## config.mk

```make
export PLATFORM = sky130hd
export DESIGN_NAME = kway_merge_min_heap
export DESIGN_NICKNAME = d
export VERILOG_FILES = /design/src/sv/kmh_pkg.sv /design/src/sv/kway_merge_min_heap.sv /design/src/sv/kmh_ram.sv
export VERILOG_INCLUDE_DIRS = /design/src /design/src/sv
export SDC_FILE = /design/constraint.sdc
export NUM_CORES = 1
export LEC_CHECK = 0
export ABC_AREA = 0
export BUFFER_PORTS_ARGS = -buffer_cell sky130_fd_sc_hd__buf_2
export CORE_AREA = 2 2 230 232
export CTS_BUF_LIST = sky130_fd_sc_hd__clkbuf_8 sky130_fd_sc_hd__clkbuf_16
export DETAILED_ROUTE_END_ITERATION = 10
export DIE_AREA = 0 0 232 234
export PLACE_DENSITY = 0.84
export SETUP_SLACK_MARGIN = 0.05
export SLEW_MARGIN = 10
export SYNTH_ARGS = -nofsm -noshare
export SYNTH_HDL_FRONTEND = slang
export SYNTH_SLANG_ARGS = --single-unit
```

## constraint.sdc

```tcl
create_clock -name clk -period 10.2 [get_ports clk]
set_input_delay 0.51 -clock clk [delete_from_list [all_inputs] [get_ports clk]]
set_output_delay 0.51 -clock clk [all_outputs]
set_load 0.02 [all_outputs]
```

## src/sv/assert_macros.svh

```systemverilog
// Assertion macros shared by the RTL
`ifndef ASSERT_MACROS_SVH
`define ASSERT_MACROS_SVH

// check that cons holds in the same cycle as ante
`define ASSERT_SAME(label, clk, rst_n, ante, cons) \
	label: assert property (@(posedge clk) disable iff (!(rst_n)) (ante) |-> (cons)) \
		else $error("assertion failed: same-cycle implication");

// check that cons holds in the cycle after ante
`define ASSERT_NEXT(label, clk, rst_n, ante, cons) \
	label: assert property (@(posedge clk) disable iff (!(rst_n)) (ante) |=> (cons)) \
		else $error("assertion failed: next-cycle implication");

`endif

```

## src/sv/kmh_pkg.sv

```systemverilog
// Types, constants and key compare for the k-way merge heap
package kmh_pkg;

	localparam int LANES_DEF = 16;
	localparam int VALUE_W = 32;
	localparam int LANE_W = 4;

	localparam logic MODE_LOAD = 1'b0;
	localparam logic MODE_REFILL = 1'b1;

	typedef struct packed {
		logic mode;
		logic [LANE_W-1:0] lane;
		logic signed [VALUE_W-1:0] value_in;
		logic present;
		logic last_head;
	} in_item_t;

	typedef struct packed {
		logic signed [VALUE_W-1:0] value_out;
		logic [LANE_W-1:0] source_lane;
		logic done_res;
	} out_item_t;

	typedef struct packed {
		logic signed [VALUE_W-1:0] value;
		logic [LANE_W-1:0] lane;
	} entry_t;

	function automatic logic key_less(entry_t a, entry_t b);
		logic res;
		if (a.value != b.value) begin
			res = ($signed(a.value) < $signed(b.value));
		end else begin
			res = (a.lane < b.lane);
		end
		return res;
	endfunction

endpackage

```

## src/sv/kway_merge_min_heap.sv

```systemverilog
// K-way merge of sorted signed lanes through a min-heap of lane heads held in one RAM.
// Load phase: each item with mode 0 pushes one lane head (or none when present is low);
// the item marked last_head starts the merge and yields the smallest head with its lane.
// Merge phase: each item with mode 1 refills the lane just named (or marks it exhausted)
// and yields the next minimum; once the heap is empty a done result is given and the block
// returns to the load phase. Ties leave lower lane first. Items are handled one at a time.
// All heap traffic goes through the RAM, one access per cycle at most. A push reads the
// parent at each level it climbs and moves a larger parent down, then writes the new entry
// at the root or below the first parent that is not larger. Taking the minimum reads the
// root and the last entry; unless the heap is then empty the last entry sinks down,
// reading the left and right child at each level and writing the smallest of the three,
// until it has no child or no child is smaller, where it is written. An empty heap gives a
// done result instead. The result waits in state OUT while a held result is stalled, then
// goes to the output register. No clearing pass is needed after reset.
module kway_merge_min_heap
	#(parameter int LANES = kmh_pkg::LANES_DEF)
	(
	input logic clk,
	input logic arst_n,
	input logic item_valid,
	output logic item_stall,
	input kmh_pkg::in_item_t item,
	output logic res_valid,
	input logic res_stall,
	output kmh_pkg::out_item_t res
	);

	import kmh_pkg::*;

	localparam int IDX_W = $clog2(LANES);
	localparam int CNT_W = $clog2(LANES + 1);
	localparam int CW = IDX_W + 2;

	localparam logic [3:0] ST_IDLE = 4'd0;
	localparam logic [3:0] ST_PUSH_RD = 4'd1;
	localparam logic [3:0] ST_PUSH_CMP = 4'd2;
	localparam logic [3:0] ST_EMIT_RD = 4'd3;
	localparam logic [3:0] ST_EMIT_LAST = 4'd4;
	localparam logic [3:0] ST_POP_X = 4'd5;
	localparam logic [3:0] ST_DN_RDL = 4'd6;
	localparam logic [3:0] ST_DN_RDR = 4'd7;
	localparam logic [3:0] ST_DN_CMP = 4'd8;
	localparam logic [3:0] ST_OUT = 4'd9;

	logic [3:0] state_q;
	logic [CNT_W-1:0] count_q;
	logic merging_q;
	logic emit_q;
	logic [LANE_W-1:0] pending_q;
	logic res_valid_q;
	out_item_t res_q;
	out_item_t res_buf_q;
	logic [IDX_W-1:0] pos_q;
	entry_t x_q;
	entry_t c_q;
	logic rvalid_q;

	logic accept;
	logic take;
	logic push_en;
	logic emit_en;
	logic out_free;
	logic [IDX_W-1:0] pos_m1;
	logic [IDX_W-1:0] parent;
	logic [CNT_W-1:0] cnt_m1;
	logic [CW-1:0] l_w;
	logic [CW-1:0] r_w;
	logic l_ok;
	logic r_ok;
	logic up_less;
	logic sel_l;
	logic sel_r;
	entry_t best;

	logic ram_we;
	logic [IDX_W-1:0] ram_waddr;
	entry_t ram_wdata;
	logic ram_re;
	logic [IDX_W-1:0] ram_raddr;
	logic [$bits(entry_t)-1:0] ram_rdata;
	entry_t rdata;

	kmh_ram #(.WIDTH($bits(entry_t)), .DEPTH(LANES)) u_heap_ram (
		.clk(clk),
		.we(ram_we),
		.waddr(ram_waddr),
		.wdata(ram_wdata),
		.re(ram_re),
		.raddr(ram_raddr),
		.rdata(ram_rdata)
	);

	assign rdata = entry_t'(ram_rdata);

	assign accept = item_valid && !item_stall;
	assign item_stall = (state_q != ST_IDLE);
	assign take = merging_q ? (item.mode == MODE_REFILL) : (item.mode == MODE_LOAD);
	assign push_en = take && item.present && (count_q < CNT_W'(LANES));
	assign emit_en = take && (merging_q || item.last_head);
	assign out_free = !res_valid_q || !res_stall;

	assign pos_m1 = pos_q - IDX_W'(1);
	assign parent = pos_m1 >> 1;
	assign cnt_m1 = count_q - CNT_W'(1);
	assign l_w = CW'({pos_q, 1'b1});
	assign r_w = l_w + CW'(1);
	assign l_ok = (l_w < CW'(count_q));
	assign r_ok = (r_w < CW'(count_q));

	assign up_less = key_less(x_q, rdata);
	assign sel_l = key_less(c_q, x_q);
	assign best = sel_l ? c_q : x_q;
	assign sel_r = rvalid_q && key_less(rdata, best);

	always_comb begin
		ram_we = 1'b0;
		ram_waddr = pos_q;
		ram_wdata = x_q;
		ram_re = 1'b0;
		ram_raddr = '0;
		case (state_q)
			ST_PUSH_RD: begin
				if (pos_q == '0) begin
					ram_we = 1'b1;
				end else begin
					ram_re = 1'b1;
					ram_raddr = parent;
				end
			end
			ST_PUSH_CMP: begin
				ram_we = 1'b1;
				ram_wdata = up_less ? rdata : x_q;
			end
			ST_EMIT_RD: begin
				ram_re = (count_q != '0);
			end
			ST_EMIT_LAST: begin
				ram_re = 1'b1;
				ram_raddr = cnt_m1[IDX_W-1:0];
			end
			ST_DN_RDL: begin
				if (l_ok) begin
					ram_re = 1'b1;
					ram_raddr = l_w[IDX_W-1:0];
				end else begin
					ram_we = 1'b1;
				end
			end
			ST_DN_RDR: begin
				ram_re = r_ok;
				ram_raddr = r_w[IDX_W-1:0];
			end
			ST_DN_CMP: begin
				ram_we = 1'b1;
				ram_wdata = sel_r ? rdata : best;
			end
			default: begin
				ram_we = 1'b0;
			end
		endcase
	end

	always_ff @(posedge clk or negedge arst_n) begin
		if (!arst_n) begin
			state_q <= ST_IDLE;
			count_q <= '0;
			merging_q <= 1'b0;
			emit_q <= 1'b0;
			pending_q <= '0;
			res_valid_q <= 1'b0;
		end else begin
			if ((state_q == ST_OUT) && out_free) begin
				res_valid_q <= 1'b1;
			end else if (!res_stall) begin
				res_valid_q <= 1'b0;
			end
			case (state_q)
				ST_IDLE: begin
					if (accept) begin
						emit_q <= emit_en;
						if (take && !merging_q && item.last_head) begin
							merging_q <= 1'b1;
						end
						if (push_en) begin
							count_q <= count_q + CNT_W'(1);
							state_q <= ST_PUSH_RD;
						end else if (emit_en) begin
							state_q <= ST_EMIT_RD;
						end
					end
				end
				ST_PUSH_RD: begin
					if (pos_q == '0) begin
						state_q <= emit_q ? ST_EMIT_RD : ST_IDLE;
					end else begin
						state_q <= ST_PUSH_CMP;
					end
				end
				ST_PUSH_CMP: begin
					if (up_less) begin
						state_q <= ST_PUSH_RD;
					end else begin
						state_q <= emit_q ? ST_EMIT_RD : ST_IDLE;
					end
				end
				ST_EMIT_RD: begin
					state_q <= (count_q == '0) ? ST_OUT : ST_EMIT_LAST;
				end
				ST_EMIT_LAST: begin
					count_q <= cnt_m1;
					pending_q <= rdata.lane;
					state_q <= ST_POP_X;
				end
				ST_POP_X: begin
					state_q <= (count_q == '0) ? ST_OUT : ST_DN_RDL;
				end
				ST_DN_RDL: begin
					state_q <= l_ok ? ST_DN_RDR : ST_OUT;
				end
				ST_DN_RDR: begin
					state_q <= ST_DN_CMP;
				end
				ST_DN_CMP: begin
					state_q <= (sel_r || sel_l) ? ST_DN_RDL : ST_OUT;
				end
				ST_OUT: begin
					if (out_free) begin
						if (res_buf_q.done_res) begin
							merging_q <= 1'b0;
							pending_q <= '0;
						end
						state_q <= ST_IDLE;
					end
				end
				default: begin
					state_q <= ST_IDLE;
				end
			endcase
		end
	end

	always_ff @(posedge clk) begin
		case (state_q)
			ST_IDLE: begin
				if (accept) begin
					x_q <= '{value: item.value_in,
						lane: merging_q ? pending_q : item.lane};
					pos_q <= count_q[IDX_W-1:0];
				end
			end
			ST_PUSH_CMP: begin
				if (up_less) begin
					pos_q <= parent;
				end
			end
			ST_EMIT_RD: begin
				if (count_q == '0) begin
					res_buf_q <= '{value_out: '0, source_lane: '0, done_res: 1'b1};
				end
			end
			ST_EMIT_LAST: begin
				res_buf_q <= '{value_out: rdata.value, source_lane: rdata.lane,
					done_res: 1'b0};
			end
			ST_POP_X: begin
				x_q <= rdata;
				pos_q <= '0;
			end
			ST_DN_RDR: begin
				c_q <= rdata;
				rvalid_q <= r_ok;
			end
			ST_DN_CMP: begin
				if (sel_r) begin
					pos_q <= r_w[IDX_W-1:0];
				end else if (sel_l) begin
					pos_q <= l_w[IDX_W-1:0];
				end
			end
			ST_OUT: begin
				if (out_free) begin
					res_q <= res_buf_q;
				end
			end
			default: begin
				pos_q <= pos_q;
			end
		endcase
	end

	assign res_valid = res_valid_q;
	assign res = res_q;

`include "assert_macros.svh"

	`ASSERT_SAME(a_count_bound, clk, arst_n, 1'b1, count_q <= CNT_W'(LANES))
	`ASSERT_SAME(a_ram_no_clash, clk, arst_n, ram_we && ram_re, ram_waddr != ram_raddr)
	`ASSERT_SAME(a_done_zero, clk, arst_n, res_valid_q && res_q.done_res,
		res_q.value_out == '0 && res_q.source_lane == '0)
	`ASSERT_SAME(a_done_leaves, clk, arst_n, $fell(merging_q),
		res_valid_q && res_q.done_res && count_q == '0)

endmodule

```

## src/sv/kmh_ram.sv

```systemverilog
// Generic single-write, single-read RAM with registered read data
module kmh_ram
	#(parameter int WIDTH = 8,
	  parameter int DEPTH = 16)
	(
	input logic clk,
	input logic we,
	input logic [$clog2(DEPTH)-1:0] waddr,
	input logic [WIDTH-1:0] wdata,
	input logic re,
	input logic [$clog2(DEPTH)-1:0] raddr,
	output logic [WIDTH-1:0] rdata
	);

	logic [WIDTH-1:0] mem [DEPTH];
	logic [WIDTH-1:0] rdata_q;

	always_ff @(posedge clk) begin
		if (we) begin
			mem[waddr] <= wdata;
		end
		if (re) begin
			rdata_q <= mem[raddr];
		end
	end

	assign rdata = rdata_q;

endmodule

```

Word level (Yosys, flattened, before mapping)
Memory sizes are Yosys's and may differ from the RTL's. A register that Yosys moved wholly into a read port is not among the register bits.
Cells that the tools add are included.
W data, S select, Z words.
{ "word_totals": {"regBits": 167, "ram_bits": 576, "inputBits": 43, "word_cells": 145, "mem_count": 1} }
{ "memory_table": {"columns": ["name", "depth", "word_bits", "rd", "rd_clocked_by_memory_dff", "write_ports", "line", "rtl"], "rows": [
  ["u_heap_ram.mem", 16, 36, 1, 1, 1, "kmh_ram.sv:15", "logic [WIDTH-1:0] mem [DEPTH];"]
]} }
{ "op_classes": {"n_addsub": 4, "n_lt_le_gt_ge": 9, "n_eq_ne": 22, "mux": 54, "bitwise_logic": 1, "reduce_logical": 36} }
{ "ops": {"columns": ["operator", "count"], "rows": [
  ["$mux W36", 4],
  ["$pmux W36 S2", 2],
  ["$lt A32 B32 Y1", 3],
  ["$ne A32 B32 Y1", 3],
  ["$pmux W37 S2", 1],
  ["$mux W4", 16],
  ["$pmux W4 S10", 1],
  ["$mux W37", 1],
  ["$pmux W4 S4", 2],
  ["$eq A4 B3 Y1 const B", 4],
  ["$mux W1", 16],
  ["$ne A2 B2 Y1 const B", 7],
  ["$lt A4 B4 Y1", 3],
  ["$mux W5", 2],
  ["$pmux W5 S2", 1],
  ["$reduce_bool A2 Y1", 5],
  ["$reduce_and A3 Y1", 3],
  ["$eq A4 B2 Y1 const B", 2],
  ["$eq A4 B4 Y1 const B", 2],
  ["$logic_and A1 B1 Y1", 8],
  ["$logic_not A4 Y1", 2],
  ["$pmux W4 S2", 1],
  ["$reduce_and A2 Y1", 4],
  ["$reduce_bool A4 Y1", 2],
  ["other kinds (23)", 31]
]} }

Logic depth before layout (Yosys ltp)
{ "depth": {"depth_word": 9, "depth_mapped": 23} }

Modules after synthesis
Synthesis repeated with hierarchy kept, for this count alone.
{ "hier_totals": {"cells_unflattened": 1905, "area_unflattened_um2": 33012.9} }
{ "by_module_without_submodules": {"columns": ["mod", "instances", "cells_each", "area_per_inst_um2", "seq_area_each_um2"], "rows": [
  ["kmh_ram", 1, 938, 22679.3, 18377.6],
  ["kway_merge_min_heap", 1, 967, 10333.7, 4934.7]
]} }

Worst setup path before layout
Ideal clock, no wire load.
{ "synth_path": {"kind": "flip-flop to flip-flop", "from": "reg x_q[35] in the netlist's numbering", "to": "mem u_heap_ram.mem[0][11] in the netlist's numbering, data pin", "arrival_time_ps": 5164, "t_required_ps": 9898, "setup_slack_ps": 4734, "path_stages_with_launch": 24, "n_path_buf": 5, "synth_period_minus_slack_ps": 5466, "cell_sequence": "edfxtp_1 > inv_1 > ha_1 > buf_4 > nand4_4 > nor3_1 > a221oi_1 > and2_1 > nand4_1 > nand2_1 > buf_2 > buf_2 > mux2i_1 > ha_1 > nand4_1 > nor3_2 > nand4_1 > or3_1 > a311o_1 > o31ai_4 > o21ai_1 > buf_2 > buf_2 > o221ai_1"} }
{ "synth_lines": {"columns": ["item", "line", "rtl"], "rows": [
  ["start, declared", "kway_merge_min_heap.sv:54", "entry_t x_q;"],
  ["start signal, assigned", "kway_merge_min_heap.sv:246", "x_q <= '{value: item.value_in,"],
  ["start signal, assigned", "kway_merge_min_heap.sv:266", "x_q <= rdata;"],
  ["end, declared", "kmh_ram.sv:15", null]
]} }

==> reports/results.txt <==
# fillers = 3062
total power = 13.4 mW
share of cells above drive strength 1 = 13.2%
Reg area = 0.0233 sq mm
Rel. slew slack = 8.01%
post-route antenna net violation count = 0
clk buf depth = 3
sequential-to-total area share from yosys stat = 68.1%
DRC violations left = 0
number of global-route vias before repair = 22200
pwr dens = 355 mW/mm^2
DRT Pass-1 Iters = 8
switching part of the total = 39.9%
DIE HEIGHT = 234 um
number of synthesized flops with an enable pin = 763
Synth top cells by count = 763 x edfxtp_1, 530 x nand2_1, 150 x and3_1
Async S/R FF share, synth = 2.05%
RSZ-0062 raised after global routing = false
Least-Margin Pin Slew = 1380 ps
DR vias/cell = 6.78
post-synthesis cell area = 0.0342 sq mm
root buf cell = clkbuf_16
synth top area cells = edfxtp_1 67%, nand2_1 5.8%, ha_1 4.4%, mux2i_1 3.3%, and3_1 2.7%
Int Power = 8.06 mW
R2R Path Start = x_q[5]$_DFFE_PP_
total CTS buffers = 75
prevailing post-synth register cell = edfxtp_1
# resized after CTS = 0
area leader, netlist = edfxtp_1
Top Ports = 82
Yosys cell types = 71
WP data arrival = 7980 ps
Min-Delay Startpoint = item[0]
Final Hold Viols = 0
Clock transition at path regs = 70 ps
YS warnings = 0
TritonCTS clock tree = built
Syn Inst Count = 2519
first-pass GRT wire length = 135 mm
Core Region = 0.0520 sq mm
nets@finish = 2742
part of the power in registers = 37.1%
Vias = 22600
CP startpoint kind = register
Final Critical Period = 7850 ps
IO buf count = 81
NetSw = 5.35 mW
multi-input logic area = 0.0102 sq mm
leakage power = 13.9 nW
H-tree depth = 3
clock share of power = 20.5%
# hold bufs at CTS = 1
row count = 84
final setup violation count = 0
drt initial violations = 3332
Hold Path Class = primary input to register
# clock sinks = 779
Crit. End Element = register
largest net degree at the start of global routing = 144
Max rail drop VDD = 0.258 mV
Max Freq = 127 MHz
outcome = completed
Post-CTS Setup Inserts = 0
syn_nets = 2682
worst hold slack = 147 ps
post-route setup TNS = 0 ps
synthesized area per cell = 13.6 sq um
top cell type's share of synthesized area = 66.9%
overall routed net length = 91.0 mm
period utilization = 77.0%
most frequent cell after synthesis = edfxtp_1
drt wl/cell = 27.3 um
Placer Congestion = 0.982
Die X = 232 um
CP startpoint = x_q[5]$_DFFE_PP_
worst-path fanout max = 23
gr usage total = 33.8%
P&R area growth vs syn = 10.3%
total gr overflow = 0
max-cap violation count = 0
Comb pwr share = 42.4%
initial antenna violation count = 0
Starting Density = 65.8%
Max Slew Vio Count = 0
Setup CP Type = register to register
Required @ worst endpoint = 10330 ps
clk_skew = 32.8 ps
worst skew pair latency = 650 ps
detailed placer's ending HPWL = 51.2 mm
Die ar. = 0.0543 sq mm
synthesized flop and latch total = 779
## per-stage QoR
| step | cells | instance area (sq um) | util (%) | setup slack, ps |
|---|---|---|---|---|
| finish | 3329 | 37800 | 72.6 | 2350 |
| CTS | 3326 | 37700 | 72.5 | 2520 |
| global route | 3327 | 37800 | 72.6 | 2060 |
| detailed placement | 3188 | 35300 | 67.8 | 2590 |
| global placement | 3188 | 35300 | 67.8 | 2770 |
| floorplan | 2519 | 34200 | - | 4730 |
## power by group through the flow
| stage | clock [mW] | sequential, mW | combinational [mW] |
|---|---|---|---|
| after floorplan | 0 | 4.86 | 3.91 |
| after global placement | 0 | 4.99 | 5.22 |
| after detailed placement | 0 | 5.02 | 5.43 |
| after CTS | 2.75 | 4.96 | 5.53 |
| after global routing | 2.88 | 5.01 | 6.07 |
| final | 2.75 | 4.98 | 5.68 |
## area by class of cell
type                            instances  area share [%]
Tap cell                              688            2.28
Timing Repair Buffer                  115            1.82
Clock buffer                           75            4.97
Clock inverter                         62            1.49
Inverter                               88           0.874
Antenna cell                            2          0.0132
Sequential cell                       779            61.7
Multi-Input combinational cell       1520            26.9
## path summary, 6_finish.rpt
| kind | to | slack [ps] | depth (start not counted) |
|---|---|---|---|
| setup / recovery | u_heap_ram.mem[11][0]$_DFFE_PP_ | 2350 | 20 |
| hold / removal | merging_q$_DFFE_PN0P_ | 150 | 3 |
| setup reg to reg | u_heap_ram.mem[11][0]$_DFFE_PP_ | 2350 | 20 |
| hold reg to reg | res[18]$_DFFE_PP_ | 420 | 0 |
| max in group asynchronous | pending_q[3]$_DFFE_PN0P_ | 9510 | 2 |
| min in group asynchronous | state_q[2]$_DFFE_PN0P_ | 370 | 2 |
## layout by cell type (no fill, tap or decap), drive strengths merged, types with 19 or more instances in the layout
master	n
nor3	20
o221ai	37
o32ai	36
a31oi	76
nand3	19
clkbuf	75
buf	114
o21ai	39
nand2	530
ha	120
clkinv	42
inv	99
nor2	81
a21oi	43
mux2i	114
nand4	19
edfxtp	763
mux2	68
a221o	37
and3	150
## metal layers
| layer | part of all wire, % | track usage [%] | vias to the layer above |
|---|---|---|---|
| met2 | 46 | 52.8 | 1735 |
| met3 | 12 | 7.15 | 271 |
| met1 | 37 | 45.9 | 11000 |
| li1 | - | - | 9572 |
| met4 | 4.7 | 16.6 | 0 |
| met5 | 0 | 0 | - |
## flip-flops by register name, summed over array words and instances, names as in the netlist
name	cells
c_q	36
count_q	5
emit_q	1
merging_q	1
pending_q	4
pos_q	4
res	37
res_buf_q	37
res_valid	1
rvalid_q	1
state_q	4
u_heap_ram.mem	576
u_heap_ram.rdata	36
x_q	36
## worst max-delay path, stage by stage, from the launching register on
cell and delay [ps]:
edfxtp_1 410, inv_1 70, ha_1 310, nor2b_1 150, o211ai_1 180, a21oi_1 100, o41ai_1 790, nand4_1 200
nand2_2 650, mux2i_1 540, ha_1 220, nand4_1 160, nor3_2 450, nand4_1 210, or3_1 430, a311o_1 320
o31ai_4 290, nor2_2 150, a21oi_4 540, buf_4 460, o221ai_1 650
## logic make-up (layout without fill, tap and decap cells)
group | count (synthesis) | count (layout) | synth area share, %
flip-flops | 779 | 779 | 68.1
AND/OR/NAND/NOR | 873 | 873 | 11.6
XOR/XNOR | 13 | 13 | 0.332
other | 0 | 2 | 0
adder cells (fa/ha/maj) | 120 | 120 | 4.38
multiplexers | 182 | 182 | 5.57
AO/OA/AOI/OAI | 332 | 332 | 7.34
buffers and inverters | 220 | 340 | 2.73
Note: power is estimated with default switching activity, not from simulation.
